## config.mk

```make
export PLATFORM = sky130hd
export DESIGN_NAME = pulse_envelope_generator
export DESIGN_NICKNAME = d
export VERILOG_FILES = /design/src/rtl/core/peg_pkg.sv /design/src/rtl/core/pulse_envelope_generator.sv /design/src/rtl/core/peg_csr.sv /design/src/rtl/core/peg_fifo.sv /design/src/rtl/core/peg_front.sv /design/src/rtl/core/peg_back.sv
export VERILOG_INCLUDE_DIRS = /design/src /design/src/rtl/core
export SDC_FILE = /design/constraint.sdc
export NUM_CORES = 2
export LEC_CHECK = 0
export ABC_AREA = 0
export BUFFER_PORTS_ARGS = -buffer_cell sky130_fd_sc_hd__buf_2
export CAP_MARGIN = 25
export CORE_UTILIZATION = 50
export CTS_BUF_LIST = sky130_fd_sc_hd__clkbuf_8
export CTS_CLUSTER_DIAMETER = 120
export DETAILED_ROUTE_END_ITERATION = 6
export PLACE_DENSITY = 0.68
export SYNTH_ARGS = -nofsm -noshare
export SYNTH_HDL_FRONTEND = slang
export SYNTH_SLANG_ARGS = --single-unit
```

## constraint.sdc

```tcl
create_clock -name clock -period 30.5 [get_ports clock]
set_input_delay 6.1 -clock clock [delete_from_list [all_inputs] [get_ports clock]]
set_output_delay 6.1 -clock clock [all_outputs]
set_load 0.01 [all_outputs]
```

## src/rtl/core/pulse_envelope_generator_assert.svh

```systemverilog
// Assertion helpers shared by the envelope generator RTL.
`ifndef PULSE_ENVELOPE_GENERATOR_ASSERT_SVH
`define PULSE_ENVELOPE_GENERATOR_ASSERT_SVH

// Property that must hold at every edge outside reset.
`define PEG_ASSERT(label, clk, rst, prop) \
   label: assert property (@(posedge clk) disable iff (rst) (prop)) \
      else $error("peg assertion failed");

// Same-cycle implication, checked outside reset.
`define PEG_ASSERT_IMPLY(label, clk, rst, ante, cons) \
   label: assert property (@(posedge clk) disable iff (rst) (ante) |-> (cons)) \
      else $error("peg implication failed");

`endif

```

## src/rtl/core/peg_pkg.sv

```systemverilog
package peg_pkg;

   localparam int DATA_WIDTH      = 16;
   localparam int CSR_INDEX_WIDTH = 3;

   // register indexes
   localparam logic [CSR_INDEX_WIDTH-1:0] CSR_FINAL_SIZE      = 3'd0;
   localparam logic [CSR_INDEX_WIDTH-1:0] CSR_EXPAND_SPEED    = 3'd1;
   localparam logic [CSR_INDEX_WIDTH-1:0] CSR_EXPAND_ACCEL    = 3'd2;
   localparam logic [CSR_INDEX_WIDTH-1:0] CSR_EXPAND_LIMIT    = 3'd3;
   localparam logic [CSR_INDEX_WIDTH-1:0] CSR_CONTRACT_SPEED  = 3'd4;
   localparam logic [CSR_INDEX_WIDTH-1:0] CSR_CONTRACT_ACCEL  = 3'd5;
   localparam logic [CSR_INDEX_WIDTH-1:0] CSR_CONTRACT_LIMIT  = 3'd6;

   // command codes on the input word
   localparam logic [2:0] CMD_TICK      = 3'd0;
   localparam logic [2:0] CMD_START     = 3'd1;
   localparam logic [2:0] CMD_PAUSE     = 3'd2;
   localparam logic [2:0] CMD_STOP_END  = 3'd3;
   localparam logic [2:0] CMD_STOP_NOW  = 3'd4;

   // classified operations passed from front to back
   localparam logic [2:0] OP_NONE       = 3'd0;
   localparam logic [2:0] OP_TICK       = 3'd1;
   localparam logic [2:0] OP_START      = 3'd2;
   localparam logic [2:0] OP_PAUSE      = 3'd3;
   localparam logic [2:0] OP_STOP_END   = 3'd4;
   localparam logic [2:0] OP_STOP_NOW   = 3'd5;

   // phase codes
   localparam logic [1:0] PH_STOPPED    = 2'd0;
   localparam logic [1:0] PH_EXPAND     = 2'd1;
   localparam logic [1:0] PH_CONTRACT   = 2'd2;
   localparam logic [1:0] PH_PAUSED     = 2'd3;

   localparam logic [DATA_WIDTH-1:0] ONE_Q12 = 16'd4096;

   typedef struct packed {
      logic [2:0]             command;
      logic [DATA_WIDTH-1:0]  delta_time;
   } peg_req_type;

   typedef struct packed {
      logic [DATA_WIDTH-1:0]  relative_size;
      logic [1:0]             phase;
      logic                   turned;
   } peg_rsp_type;

   typedef struct packed {
      logic [2:0]             op;
      logic [DATA_WIDTH-1:0]  delta_time;
   } peg_op_type;

   typedef struct packed {
      logic [DATA_WIDTH-1:0]  final_relative_size;
      logic [DATA_WIDTH-1:0]  expand_start_speed;
      logic [DATA_WIDTH-1:0]  expand_accel;
      logic [DATA_WIDTH-1:0]  expand_speed_limit;
      logic [DATA_WIDTH-1:0]  contract_start_speed;
      logic [DATA_WIDTH-1:0]  contract_accel;
      logic [DATA_WIDTH-1:0]  contract_speed_limit;
   } peg_cfg_type;

endpackage

```

## src/rtl/core/pulse_envelope_generator.sv

```systemverilog
// Pulse envelope generator: ramps a Q4.12 relative size between 1.0 and the
// programmed far bound, one command word at a time (tick, start, pause, stop
// at cycle end, stop now), and returns one result word per command with the
// size, the phase and whether a bound was reached. Throughput is one word per
// clock while the result queue has room; each command passes the command
// queue, then the state update in the back stage, whose speed-times-time
// products are the critical path. Command and result queues hold QUEUE_DEPTH
// and RESULT_DEPTH words (powers of two, at least 2). The user must write
// registers only while the block is idle; the block does not enforce this.
module pulse_envelope_generator import peg_pkg::*; #(
   parameter int QUEUE_DEPTH  = 2,
   parameter int RESULT_DEPTH = 2
) (
   input  logic                       clock,
   input  logic                       reset,
   input  logic                       push,
   output logic                       full,
   input  peg_req_type                req_word,
   output logic                       empty,
   input  logic                       pop,
   output peg_rsp_type                rsp_word,
   input  logic                       csr_write,
   input  logic [CSR_INDEX_WIDTH-1:0] csr_index,
   input  logic [DATA_WIDTH-1:0]      csr_wdata
);

   peg_cfg_type cfg;
   peg_op_type  op_word;
   logic        op_empty, op_pop;

   peg_csr u_csr (
      .clock     (clock),
      .reset     (reset),
      .csr_write (csr_write),
      .csr_index (csr_index),
      .csr_wdata (csr_wdata),
      .cfg       (cfg)
   );

   peg_front #(
      .QUEUE_DEPTH (QUEUE_DEPTH)
   ) u_front (
      .clock    (clock),
      .reset    (reset),
      .push     (push),
      .full     (full),
      .req_word (req_word),
      .op_pop   (op_pop),
      .op_empty (op_empty),
      .op_word  (op_word)
   );

   peg_back #(
      .RESULT_DEPTH (RESULT_DEPTH)
   ) u_back (
      .clock    (clock),
      .reset    (reset),
      .cfg      (cfg),
      .op_empty (op_empty),
      .op_pop   (op_pop),
      .op_word  (op_word),
      .empty    (empty),
      .pop      (pop),
      .rsp_word (rsp_word)
   );

endmodule

```

## src/rtl/core/peg_csr.sv

```systemverilog
module peg_csr import peg_pkg::*; (
   input  logic                       clock,
   input  logic                       reset,
   input  logic                       csr_write,
   input  logic [CSR_INDEX_WIDTH-1:0] csr_index,
   input  logic [DATA_WIDTH-1:0]      csr_wdata,
   output peg_cfg_type                cfg
);

   peg_cfg_type cfg_ff, cfg_in;

   always_comb begin
      cfg_in = cfg_ff;
      if (csr_write) begin
         unique case (csr_index)
            CSR_FINAL_SIZE:     cfg_in.final_relative_size  = csr_wdata;
            CSR_EXPAND_SPEED:   cfg_in.expand_start_speed   = csr_wdata;
            CSR_EXPAND_ACCEL:   cfg_in.expand_accel         = csr_wdata;
            CSR_EXPAND_LIMIT:   cfg_in.expand_speed_limit   = csr_wdata;
            CSR_CONTRACT_SPEED: cfg_in.contract_start_speed = csr_wdata;
            CSR_CONTRACT_ACCEL: cfg_in.contract_accel       = csr_wdata;
            CSR_CONTRACT_LIMIT: cfg_in.contract_speed_limit = csr_wdata;
            default: ;
         endcase
      end
   end

   always_ff @(posedge clock) begin
      if (reset) begin
         cfg_ff.final_relative_size  <= 16'd8192;
         cfg_ff.expand_start_speed   <= ONE_Q12;
         cfg_ff.expand_accel         <= '0;
         cfg_ff.expand_speed_limit   <= ONE_Q12;
         cfg_ff.contract_start_speed <= ONE_Q12;
         cfg_ff.contract_accel       <= '0;
         cfg_ff.contract_speed_limit <= ONE_Q12;
      end else begin
         cfg_ff <= cfg_in;
      end
   end

   assign cfg = cfg_ff;

endmodule

```

## src/rtl/core/peg_fifo.sv

```systemverilog
`include "pulse_envelope_generator_assert.svh"

module peg_fifo #(
   parameter int WIDTH = 8,
   parameter int DEPTH = 2
) (
   input  logic             clock,
   input  logic             reset,
   input  logic             push,
   input  logic [WIDTH-1:0] push_data,
   output logic             full,
   input  logic             pop,
   output logic [WIDTH-1:0] pop_data,
   output logic             empty
);

   // DEPTH is a power of two, at least 2
   localparam int AW = $clog2(DEPTH);

   logic [WIDTH-1:0] mem_ff [DEPTH];
   logic [AW:0]      wr_ptr_ff, wr_ptr_in;
   logic [AW:0]      rd_ptr_ff, rd_ptr_in;
   logic [AW:0]      count;
   logic             do_push, do_pop;

   assign count   = wr_ptr_ff - rd_ptr_ff;
   assign full    = (count == (AW+1)'(DEPTH));
   assign empty   = (count == '0);
   assign do_push = push & ~full;
   assign do_pop  = pop & ~empty;

   assign wr_ptr_in = do_push ? wr_ptr_ff + 1'b1 : wr_ptr_ff;
   assign rd_ptr_in = do_pop  ? rd_ptr_ff + 1'b1 : rd_ptr_ff;

   always_ff @(posedge clock) begin
      if (reset) begin
         wr_ptr_ff <= '0;
         rd_ptr_ff <= '0;
      end else begin
         wr_ptr_ff <= wr_ptr_in;
         rd_ptr_ff <= rd_ptr_in;
      end
   end

   always_ff @(posedge clock) begin
      if (do_push) begin
         mem_ff[wr_ptr_ff[AW-1:0]] <= push_data;
      end
   end

   assign pop_data = mem_ff[rd_ptr_ff[AW-1:0]];

   `PEG_ASSERT(fifo_count_bounded, clock, reset, count <= (AW+1)'(DEPTH))
   `PEG_ASSERT(fifo_count_tracks, clock, reset,
      $past(reset) ||
      count == $past(count) + (AW+1)'($past(do_push)) - (AW+1)'($past(do_pop)))
   `PEG_ASSERT_IMPLY(fifo_full_not_empty, clock, reset, full, !empty)

endmodule

```

## src/rtl/core/peg_front.sv

```systemverilog
module peg_front import peg_pkg::*; #(
   parameter int QUEUE_DEPTH = 2
) (
   input  logic        clock,
   input  logic        reset,
   input  logic        push,
   output logic        full,
   input  peg_req_type req_word,
   input  logic        op_pop,
   output logic        op_empty,
   output peg_op_type  op_word
);

   peg_op_type cls_word;
   logic [$bits(peg_op_type)-1:0] op_bits;

   always_comb begin
      cls_word.delta_time = req_word.delta_time;
      unique case (req_word.command)
         CMD_TICK:     cls_word.op = OP_TICK;
         CMD_START:    cls_word.op = OP_START;
         CMD_PAUSE:    cls_word.op = OP_PAUSE;
         CMD_STOP_END: cls_word.op = OP_STOP_END;
         CMD_STOP_NOW: cls_word.op = OP_STOP_NOW;
         default:      cls_word.op = OP_NONE;
      endcase
   end

   peg_fifo #(
      .WIDTH ($bits(peg_op_type)),
      .DEPTH (QUEUE_DEPTH)
   ) u_op_queue (
      .clock     (clock),
      .reset     (reset),
      .push      (push),
      .push_data (cls_word),
      .full      (full),
      .pop       (op_pop),
      .pop_data  (op_bits),
      .empty     (op_empty)
   );

   assign op_word = peg_op_type'(op_bits);

endmodule

```

## src/rtl/core/peg_back.sv

```systemverilog
`include "pulse_envelope_generator_assert.svh"

module peg_back import peg_pkg::*; #(
   parameter int RESULT_DEPTH = 2
) (
   input  logic        clock,
   input  logic        reset,
   input  peg_cfg_type cfg,
   input  logic        op_empty,
   output logic        op_pop,
   input  peg_op_type  op_word,
   output logic        empty,
   input  logic        pop,
   output peg_rsp_type rsp_word
);

   logic [1:0]            phase_ff, phase_in;
   logic [1:0]            resume_ff, resume_in;
   logic                  pending_ff, pending_in;
   logic [DATA_WIDTH-1:0] size_ff, size_in;
   logic [DATA_WIDTH-1:0] speed_ff, speed_in;

   logic                  res_full, res_push;
   peg_rsp_type           res_word;
   logic [$bits(peg_rsp_type)-1:0] rsp_bits;

   logic                  running, expanding, first_contract, cycle_end, reached, turned;
   logic [DATA_WIDTH-1:0] lo_bound, hi_bound, target, gap, moved, new_size, step;
   logic [2*DATA_WIDTH-1:0] step_prod;
   logic [DATA_WIDTH-1:0] accel, limit, speed_next;
   logic signed [2*DATA_WIDTH:0]   acc_prod;
   logic signed [DATA_WIDTH:0]     change;
   logic signed [DATA_WIDTH+1:0]   speed_sum, speed_clamp, limit_ext;
   logic                  accel_pos, accel_neg;

   assign op_pop   = ~op_empty & ~res_full;
   assign res_push = op_pop;

   assign running        = (phase_ff == PH_EXPAND) || (phase_ff == PH_CONTRACT);
   assign expanding      = (phase_ff == PH_EXPAND);
   assign first_contract = (cfg.final_relative_size < ONE_Q12);
   assign lo_bound       = first_contract ? cfg.final_relative_size : ONE_Q12;
   assign hi_bound       = first_contract ? ONE_Q12 : cfg.final_relative_size;
   assign target         = expanding ? hi_bound : lo_bound;
   assign cycle_end      = expanding ? first_contract : ~first_contract;

   // position update
   always_comb begin
      step_prod = {{DATA_WIDTH{1'b0}}, speed_ff} * {{DATA_WIDTH{1'b0}}, op_word.delta_time};
      step      = step_prod[2*DATA_WIDTH-1:DATA_WIDTH];
      if (size_ff <= target) begin
         gap   = target - size_ff;
         moved = size_ff + step;
      end else begin
         gap   = size_ff - target;
         moved = size_ff - step;
      end
      reached  = (gap <= step);
      new_size = reached ? target : moved;
   end

   // speed update: floor(accel * dt / 2^16), clamp at limit, saturate
   always_comb begin
      accel       = expanding ? cfg.expand_accel : cfg.contract_accel;
      limit       = expanding ? cfg.expand_speed_limit : cfg.contract_speed_limit;
      accel_neg   = accel[DATA_WIDTH-1];
      accel_pos   = ~accel_neg && (accel != '0);
      acc_prod    = $signed({{(DATA_WIDTH+1){accel[DATA_WIDTH-1]}}, accel})
                  * $signed({{(DATA_WIDTH+1){1'b0}}, op_word.delta_time});
      change      = acc_prod[2*DATA_WIDTH:DATA_WIDTH];
      speed_sum   = $signed({2'b00, speed_ff}) + $signed({change[DATA_WIDTH], change});
      limit_ext   = $signed({2'b00, limit});
      speed_clamp = speed_sum;
      if (accel_pos && speed_sum > limit_ext) begin
         speed_clamp = limit_ext;
      end
      if (accel_neg && speed_sum < limit_ext) begin
         speed_clamp = limit_ext;
      end
      if (!accel_pos && !accel_neg) begin
         speed_next = speed_ff;
      end else if (speed_clamp[DATA_WIDTH+1]) begin
         speed_next = '0;
      end else if (speed_clamp[DATA_WIDTH]) begin
         speed_next = '1;
      end else begin
         speed_next = speed_clamp[DATA_WIDTH-1:0];
      end
   end

   always_comb begin
      phase_in   = phase_ff;
      resume_in  = resume_ff;
      pending_in = pending_ff;
      size_in    = size_ff;
      speed_in   = speed_ff;
      turned     = 1'b0;
      unique case (op_word.op)
         OP_TICK: begin
            if (running) begin
               size_in  = new_size;
               speed_in = speed_next;
               turned   = reached;
               if (reached) begin
                  if (pending_ff && cycle_end) begin
                     phase_in   = PH_STOPPED;
                     size_in    = ONE_Q12;
                     pending_in = 1'b0;
                  end else if (expanding) begin
                     phase_in = PH_CONTRACT;
                     speed_in = cfg.contract_start_speed;
                  end else begin
                     phase_in = PH_EXPAND;
                     speed_in = cfg.expand_start_speed;
                  end
               end
            end
         end
         OP_START: begin
            if (phase_ff == PH_STOPPED) begin
               phase_in = first_contract ? PH_CONTRACT : PH_EXPAND;
               speed_in = first_contract ? cfg.contract_start_speed
                                         : cfg.expand_start_speed;
               size_in  = ONE_Q12;
            end else if (phase_ff == PH_PAUSED) begin
               phase_in = resume_ff;
            end
         end
         OP_PAUSE: begin
            if (running) begin
               resume_in = phase_ff;
               phase_in  = PH_PAUSED;
            end
         end
         OP_STOP_END: begin
            pending_in = 1'b1;
         end
         OP_STOP_NOW: begin
            phase_in   = PH_STOPPED;
            size_in    = ONE_Q12;
            pending_in = 1'b0;
         end
         default: ;
      endcase
   end

   always_comb begin
      res_word.relative_size = (phase_in == PH_STOPPED) ? ONE_Q12 : size_in;
      res_word.phase         = phase_in;
      res_word.turned        = turned;
   end

   always_ff @(posedge clock) begin
      if (reset) begin
         phase_ff   <= PH_STOPPED;
         resume_ff  <= PH_STOPPED;
         pending_ff <= 1'b0;
         size_ff    <= ONE_Q12;
         speed_ff   <= '0;
      end else if (op_pop) begin
         phase_ff   <= phase_in;
         resume_ff  <= resume_in;
         pending_ff <= pending_in;
         size_ff    <= size_in;
         speed_ff   <= speed_in;
      end
   end

   peg_fifo #(
      .WIDTH ($bits(peg_rsp_type)),
      .DEPTH (RESULT_DEPTH)
   ) u_rsp_queue (
      .clock     (clock),
      .reset     (reset),
      .push      (res_push),
      .push_data (res_word),
      .full      (res_full),
      .pop       (pop),
      .pop_data  (rsp_bits),
      .empty     (empty)
   );

   assign rsp_word = peg_rsp_type'(rsp_bits);

   `PEG_ASSERT(stopped_size_is_one, clock, reset,
      phase_ff != PH_STOPPED || size_ff == ONE_Q12)
   `PEG_ASSERT(paused_can_resume, clock, reset,
      phase_ff != PH_PAUSED || resume_ff == PH_EXPAND || resume_ff == PH_CONTRACT)
   `PEG_ASSERT_IMPLY(turn_only_on_tick, clock, reset,
      res_push && res_word.turned, op_word.op == OP_TICK && running)

endmodule

```

# Yosys cells after proc, flatten, opt, wreduce, memory -nomap -nowiden
# Memories as Yosys holds them, arrays and structs flattened. A register that Yosys moved wholly into a read port is not among the register bits.
# Cells that the tools add are included.
# W data, S select, Z words.
dict set report totals {
  ramBits 76
  inputBits 43
  word_cells 149
  register_bits 157
  memories 2
  out_inout_bits 21
}
# name words width read_ports rd_ports_with_merged_regs wr line_no
set mem_list {}
lappend mem_list {u_back.u_rsp_queue.mem_ff 2 19 1 1 1 peg_fifo.sv:20} ;# logic [WIDTH-1:0] mem_ff [DEPTH];
lappend mem_list {u_front.u_op_queue.mem_ff 2 19 1 1 1 peg_fifo.sv:20}
dict set report op_classes {
  order_cmp 5
  eq_ne 24
  n_mux 51
  addsub 11
  bitwise_logic 11
  reduce_logical 27
  mul 2
}
# op n
set ops {}
lappend ops {{$mux W16} 22}
lappend ops {{$pmux W16 S3} 1}
lappend ops {{$sub A16 B16 Y16} 3}
lappend ops {{$mux W18} 2}
lappend ops {{$mul A16 B17 Y33} 1}
lappend ops {{$le A16 B16 Y1} 2}
lappend ops {{$mul A16 B16 Y32} 1}
lappend ops {{$pmux W16 S2} 1}
lappend ops {{$add A17 B17 Y18} 1}
lappend ops {{$eq A3 B2 Y1 const B} 6}
lappend ops {{$eq A3 B3 Y1 const B} 6}
lappend ops {{$gt A18 B17 Y1} 1}
lappend ops {{$lt A18 B17 Y1} 1}
lappend ops {{$add A16 B16 Y16} 1}
lappend ops {{$lt A16 B13 Y1 const B} 1}
lappend ops {{$mux W2} 8}
lappend ops {{$reduce_bool A16 Y1} 1}
lappend ops {{$pmux W3 S5} 1}
lappend ops {{$mux W1} 14}
lappend ops {{$reduce_and A2 Y1} 7}
lappend ops {{$eq A3 B1 Y1 const B} 3}
lappend ops {{$add A2 B1 Y2 const B} 4}
lappend ops {{$eq A2 B2 Y1 const B} 4}
lappend ops {{$logic_not A2 Y1} 4}
lappend ops {{other kinds (16)} 35}

# Logic depth before layout (Yosys ltp)
dict set report depth {
  depth_word 15
  ltp_mapped 53
  mapped_depth_nobuf 47
}

# Cells and area by module
# Synthesis repeated with hierarchy kept, for this count alone.
dict set report unflattened {
  cells_unflattened 3622
  hier_area_um2 32467.4
}
# module seq_area_each_um2 cells_per_inst area_per_inst_um2 n_inst
set modules_own_cells {}
lappend modules_own_cells {peg_back 740.7 3042 24750.0 1}
lappend modules_own_cells {peg_csr 2242.2 390 4385.5 1}
lappend modules_own_cells {peg_fifo 1241.2 92 1649.1 2}
lappend modules_own_cells {peg_front 0.0 6 33.8 1}

# Worst setup path after synthesis
# No wires, ideal clock.
dict set report synth_timing {
  path_type {register to register}
  start {register u_back.phase_ff[1]}
  end {register u_back.speed_ff[12]}
  slack_ns 19.577
  required_time_ns 30.426
  n_path_buf 6
  setup_time_ns 0.074
  synth_period_minus_slack_ns 10.923
  path_stages_with_launch 51
  arrival_ns 10.849
  path_cell_list {dfxtp_1 > inv_1 > ha_1 > buf_4 > buf_6 > clkbuf_1 > buf_1 > clkbuf_1 > mux2i_1 > nor2_1 > fa_1 > inv_1 > fa_1 > inv_1 > fa_1 > fa_1 > fa_1 > fa_1 > (+15 left out) > o2bb2ai_1 > a31oi_1 > a31oi_1 > a21o_1 > a21oi_1 > xnor2_1 > ha_1 > and4_1 > nand3_1 > o21ai_0 > o21ai_0 > o21ai_0 > o211a_1 > mux2i_1 > a31oi_2 > buf_4 > o211ai_1 > o21ai_0}
}
dict set report synth_via {
  elab_chain_cells 15
  elab_cells_between_ends 39
  cone_classes {3 x add/sub; 1 x mul; 4 x order compare; 4 x eq/ne; 15 x mux; 1 x bitwise; 11 x reduce/logical}
}
# element line_no
set synth_lines {}
lappend synth_lines {{start, declared} peg_back.sv:17} ;# logic [1:0] phase_ff, phase_in;
lappend synth_lines {{start signal, assigned} peg_back.sv:161} ;# phase_ff <= phase_in;
lappend synth_lines {{$eq A2 B1 Y1} {peg_back.sv:39, peg_back.sv:40}}
lappend synth_lines {{$mux W16} peg_back.sv:64} ;# accel = expanding ? cfg.expand_accel : cfg.contract_accel;
lappend synth_lines {{$mul A16 B17 Y33} peg_back.sv:69} ;# * $signed({{(DATA_WIDTH+1){1'b0}}, op_word.delta_time});
lappend synth_lines {{$add A17 B17 Y18} peg_back.sv:71} ;# speed_sum = $signed({2'b00, speed_ff}) + $signed({change[DATA_WIDTH], change});
lappend synth_lines {{$gt A18 B17 Y1} peg_back.sv:74} ;# if (accel_pos && speed_sum > limit_ext) begin
lappend synth_lines {{$logic_and A1 B1 Y1} peg_back.sv:74}
lappend synth_lines {{$mux W18} peg_back.sv:74}
lappend synth_lines {{$mux W18} peg_back.sv:77} ;# if (accel_neg && speed_sum < limit_ext) begin
lappend synth_lines {{$mux W16} peg_back.sv:84} ;# end else if (speed_clamp[DATA_WIDTH]) begin
lappend synth_lines {{$mux W16} peg_back.sv:82} ;# end else if (speed_clamp[DATA_WIDTH+1]) begin
lappend synth_lines {{$mux W16} peg_back.sv:80} ;# if (!accel_pos && !accel_neg) begin
lappend synth_lines {{$mux W16} peg_back.sv:105} ;# if (pending_ff && cycle_end) begin
lappend synth_lines {{$mux W16} peg_back.sv:104} ;# if (reached) begin
lappend synth_lines {{$mux W16} peg_back.sv:100} ;# if (running) begin
lappend synth_lines {{$pmux W16 S2} peg_back.sv:98} ;# unique case (op_word.op)
lappend synth_lines {{end signal, assigned} peg_back.sv:165} ;# speed_ff <= speed_in;
lappend synth_lines {{end, declared} peg_back.sv:21} ;# logic [DATA_WIDTH-1:0] speed_ff, speed_in;
# Several ways; a longest one is shown, not always the timed one. The select of a mux whose other input is x is not followed.
# A chain may end at the register's enable or synchronous reset.

# Final worst setup path
dict set report layout_timing {
  start {register u_back.phase_ff[1]}
  end {register u_back.speed_ff[3]}
}
# Same word-level chain as after synthesis.

==> metrics <==
status finished, final reports clean; Max Used Layer met4; Routability Congestion 0.929; core box area 0.0607 mm^2; largest net degree at the start of global routing between 90 and 100; CTS max path bufs 3; Bufs and invs on worst path 5; Slew Limit Headroom 25.7%; DR WL/cell 20.0 um; first-pass GRT wire length about 140 mm; cell taking the most area after synthesis fa_1; Power Density 77.1 mW/mm^2; Vias roughly 25000; Final min period 12.32 ns; met2 WL post-DR about 42 mm; Post-Syn Area per Cell 8.66 um^2; Die Span Y 251 um; Mapped Area 0.0309 mm^2; Setup TNS Final 0 ns; met3 wire len 6.16 mm; Synth top cells by count nand2_1 (654), inv_1 (524), fa_1 (390), ha_1 (321), nor2_1 (214); Post-CTS Resized 0; clock-pin slew on the worst setup and hold paths 0.07 ns; Cells after DPL 4314; Vias per Instance 5.72; Detailed Place HPWL 68.9 mm; diodes inserted 0; die area 0.0628 mm^2; clock sink count between 200 and 250; worst-path fanout max 42; Max-cap violations 0; CP max stage delay roughly 0.8 ns; FFs w/ async S/R, synth 0%; Cell variety after synth slightly above 80; RSZ-0062 raised after global routing false; postcts setup bufs 0; register bit total from synthesis 235; FMAX 81.2 MHz; port bufs 63; Arr. time, crit path between 10 and 15 ns; top post-synthesis cells by area fa_1 (25%), ha_1 (13%), dfxtp_1 (10%); IO Count 64; GRT overflow 0; reg2reg setup slack 18.18 ns; # nets final about 4300; Initial Utilization 50.9%; Hold Path Class reg2reg; part of the Yosys area used for sequential elements 17.7%; Max Slew Vio Count 0; Hold WS 0.453 ns; vias in the first global route 24800; P&R area growth vs syn 6.51%; Tot GR Track Use 28.2%; Net Count, Synth 4321; TritonRoute pass-1 iters 6; number of synthesized flops with an enable pin 76; Num CTS Buffers 40; ys flop type dfxtp_1; count leader, synth nand2_1; CP endpoint kind flop; Peak VDD IR between 0.06 and 0.07 mV; M1 wire length 37.0 mm; Hold-fix buffers, CTS 0; slowest CP cell a31oi_2; Post-DRT Antenna Nets 0; final std cells w/o fill 4389; CTS tree built; Warnings, synthesis 0; Post-route DRC 0; die width 251 um; root buffer cell clkbuf_8; static leakage between 15 and 20 nW; num rows 90; initial antenna violation count 0; total power 2.54 mW; Slew @ Worst Pin around 1.1 ns; htree depth 2; Final Setup Violations 0; startpoint types flop; overall routed net length 87.9 mm; Clock Skews 0.0465 ns; share of cells above drive strength 1 7.49%; clk_lat worst skew 0.62 ns; share of the synthesized area in the top cell type around 25%; Cells after Synth 3567; drt initial violations 1848; category of the most critical setup path reg2reg; period utilization about two fifths; endpoints failing hold 0; Critical Path RT 31.03 ns; CP delay by family, top compound AO/OA/AOI/OAI gates
==> layout by cell type, fill, tap and decap left out, drive strengths merged, types with 27 or more instances in the layout <==
cell	Yosys	layout
a211oi	27	27
edfxtp	76	76
a31oi	29	29
buf	23	114
nor2	215	215
a21o	76	76
xnor2	62	62
mux2i	83	83
nand3	28	28
a22oi	31	31
fa	390	390
xor2	38	38
dfxtp	159	159
inv	524	534
o21ai	96	96
ha	321	321
mux2	52	52
clkbuf	123	43
a21oi	200	200
nand2	654	654
and2	103	103
==> final cells by class <==
class / count / area, um^2
timing repair buffer: 114 / 709
inverter: 525 / 1970
clock buffer: 43 / 592
fill: 5679 / 27800
clock inverter: 29 / 293
sequential: 235 / 5470
multi-input combinational: 2661 / 22900
tap: 782 / 978
==> per-layer routing <==
| metal | vias to the layer above | track usage [%] |
|---|---|---|
| li1 | 11600 | - |
| met2 | 911 | 46.6 |
| met3 | 202 | 3.93 |
| met5 | - | 0 |
| met1 | 12400 | 37.8 |
| met4 | 0 | 10.3 |
==> flip-flops by register name (all words and copies together) (netlist names), named ones only <==
signal                        flops
u_back.pending_ff                 1
u_back.u_rsp_queue.rd_ptr_ff      2
u_front.u_op_queue.rd_ptr_ff      2
u_front.u_op_queue.wr_ptr_ff      2
u_back.size_ff                   16
u_back.speed_ff                  16
u_back.phase_ff                   2
u_back.u_rsp_queue.wr_ptr_ff      2
u_front.u_op_queue.mem_ff        38
u_csr.cfg                       112
u_back.u_rsp_queue.mem_ff        38
u_back.resume_ff                  2
==> report_power, final <==
group / internal (mW) / switching [mW]
combinational: 0.671 / 1.12
clock: 0.176 / 0.143
sequential: 0.387 / 0.0424
total: 1.23 / 1.30
==> path summary, 6_finish.rpt <==
path | start | to | depth (start not counted)
setup reg to reg | u_back.phase_ff[1]$_SDFFE_PP0P_ | u_back.speed_ff[3]$_SDFFE_PP0P_ | 46
hold reg to reg | u_csr.cfg[99]$_SDFFE_PP0P_ | u_csr.cfg[99]$_SDFFE_PP0P_ | 2
setup / recovery | u_back.phase_ff[1]$_SDFFE_PP0P_ | u_back.speed_ff[3]$_SDFFE_PP0P_ | 46
hold / removal | u_csr.cfg[99]$_SDFFE_PP0P_ | u_csr.cfg[99]$_SDFFE_PP0P_ | 2
==> per-stage QoR <==
step | worst slack (ns) | utilization [%] | instance area, um^2
2_1_floorplan | 19.58 | - | 30900
3_3_place_gp | 18.49 | 52.6 | 31900
3_5_place_dp | 18.31 | 52.7 | 32000
4_1_cts | 18.25 | 54.2 | 32900
5_1_grt | 17.26 | 54.2 | 32900
6_report | 18.18 | 54.2 | 32900
==> worst min-delay path: stages, from the launching register on <==
cell	delay, ns
dfxtp_1	0.31
nand2_1	0.05
a21oi_1	0.05
==> kinds of logic after synthesis <==
kind of cell    share of synthesized area, %
simple gates                            15.9
fa+ha+maj                               38.3
buf+inv                                 8.27
xor+xnor                                2.96
mux                                     4.59
compound gates                          12.3
flops                                   17.7
No activity file was read; power rests on OpenSTA's default activity.
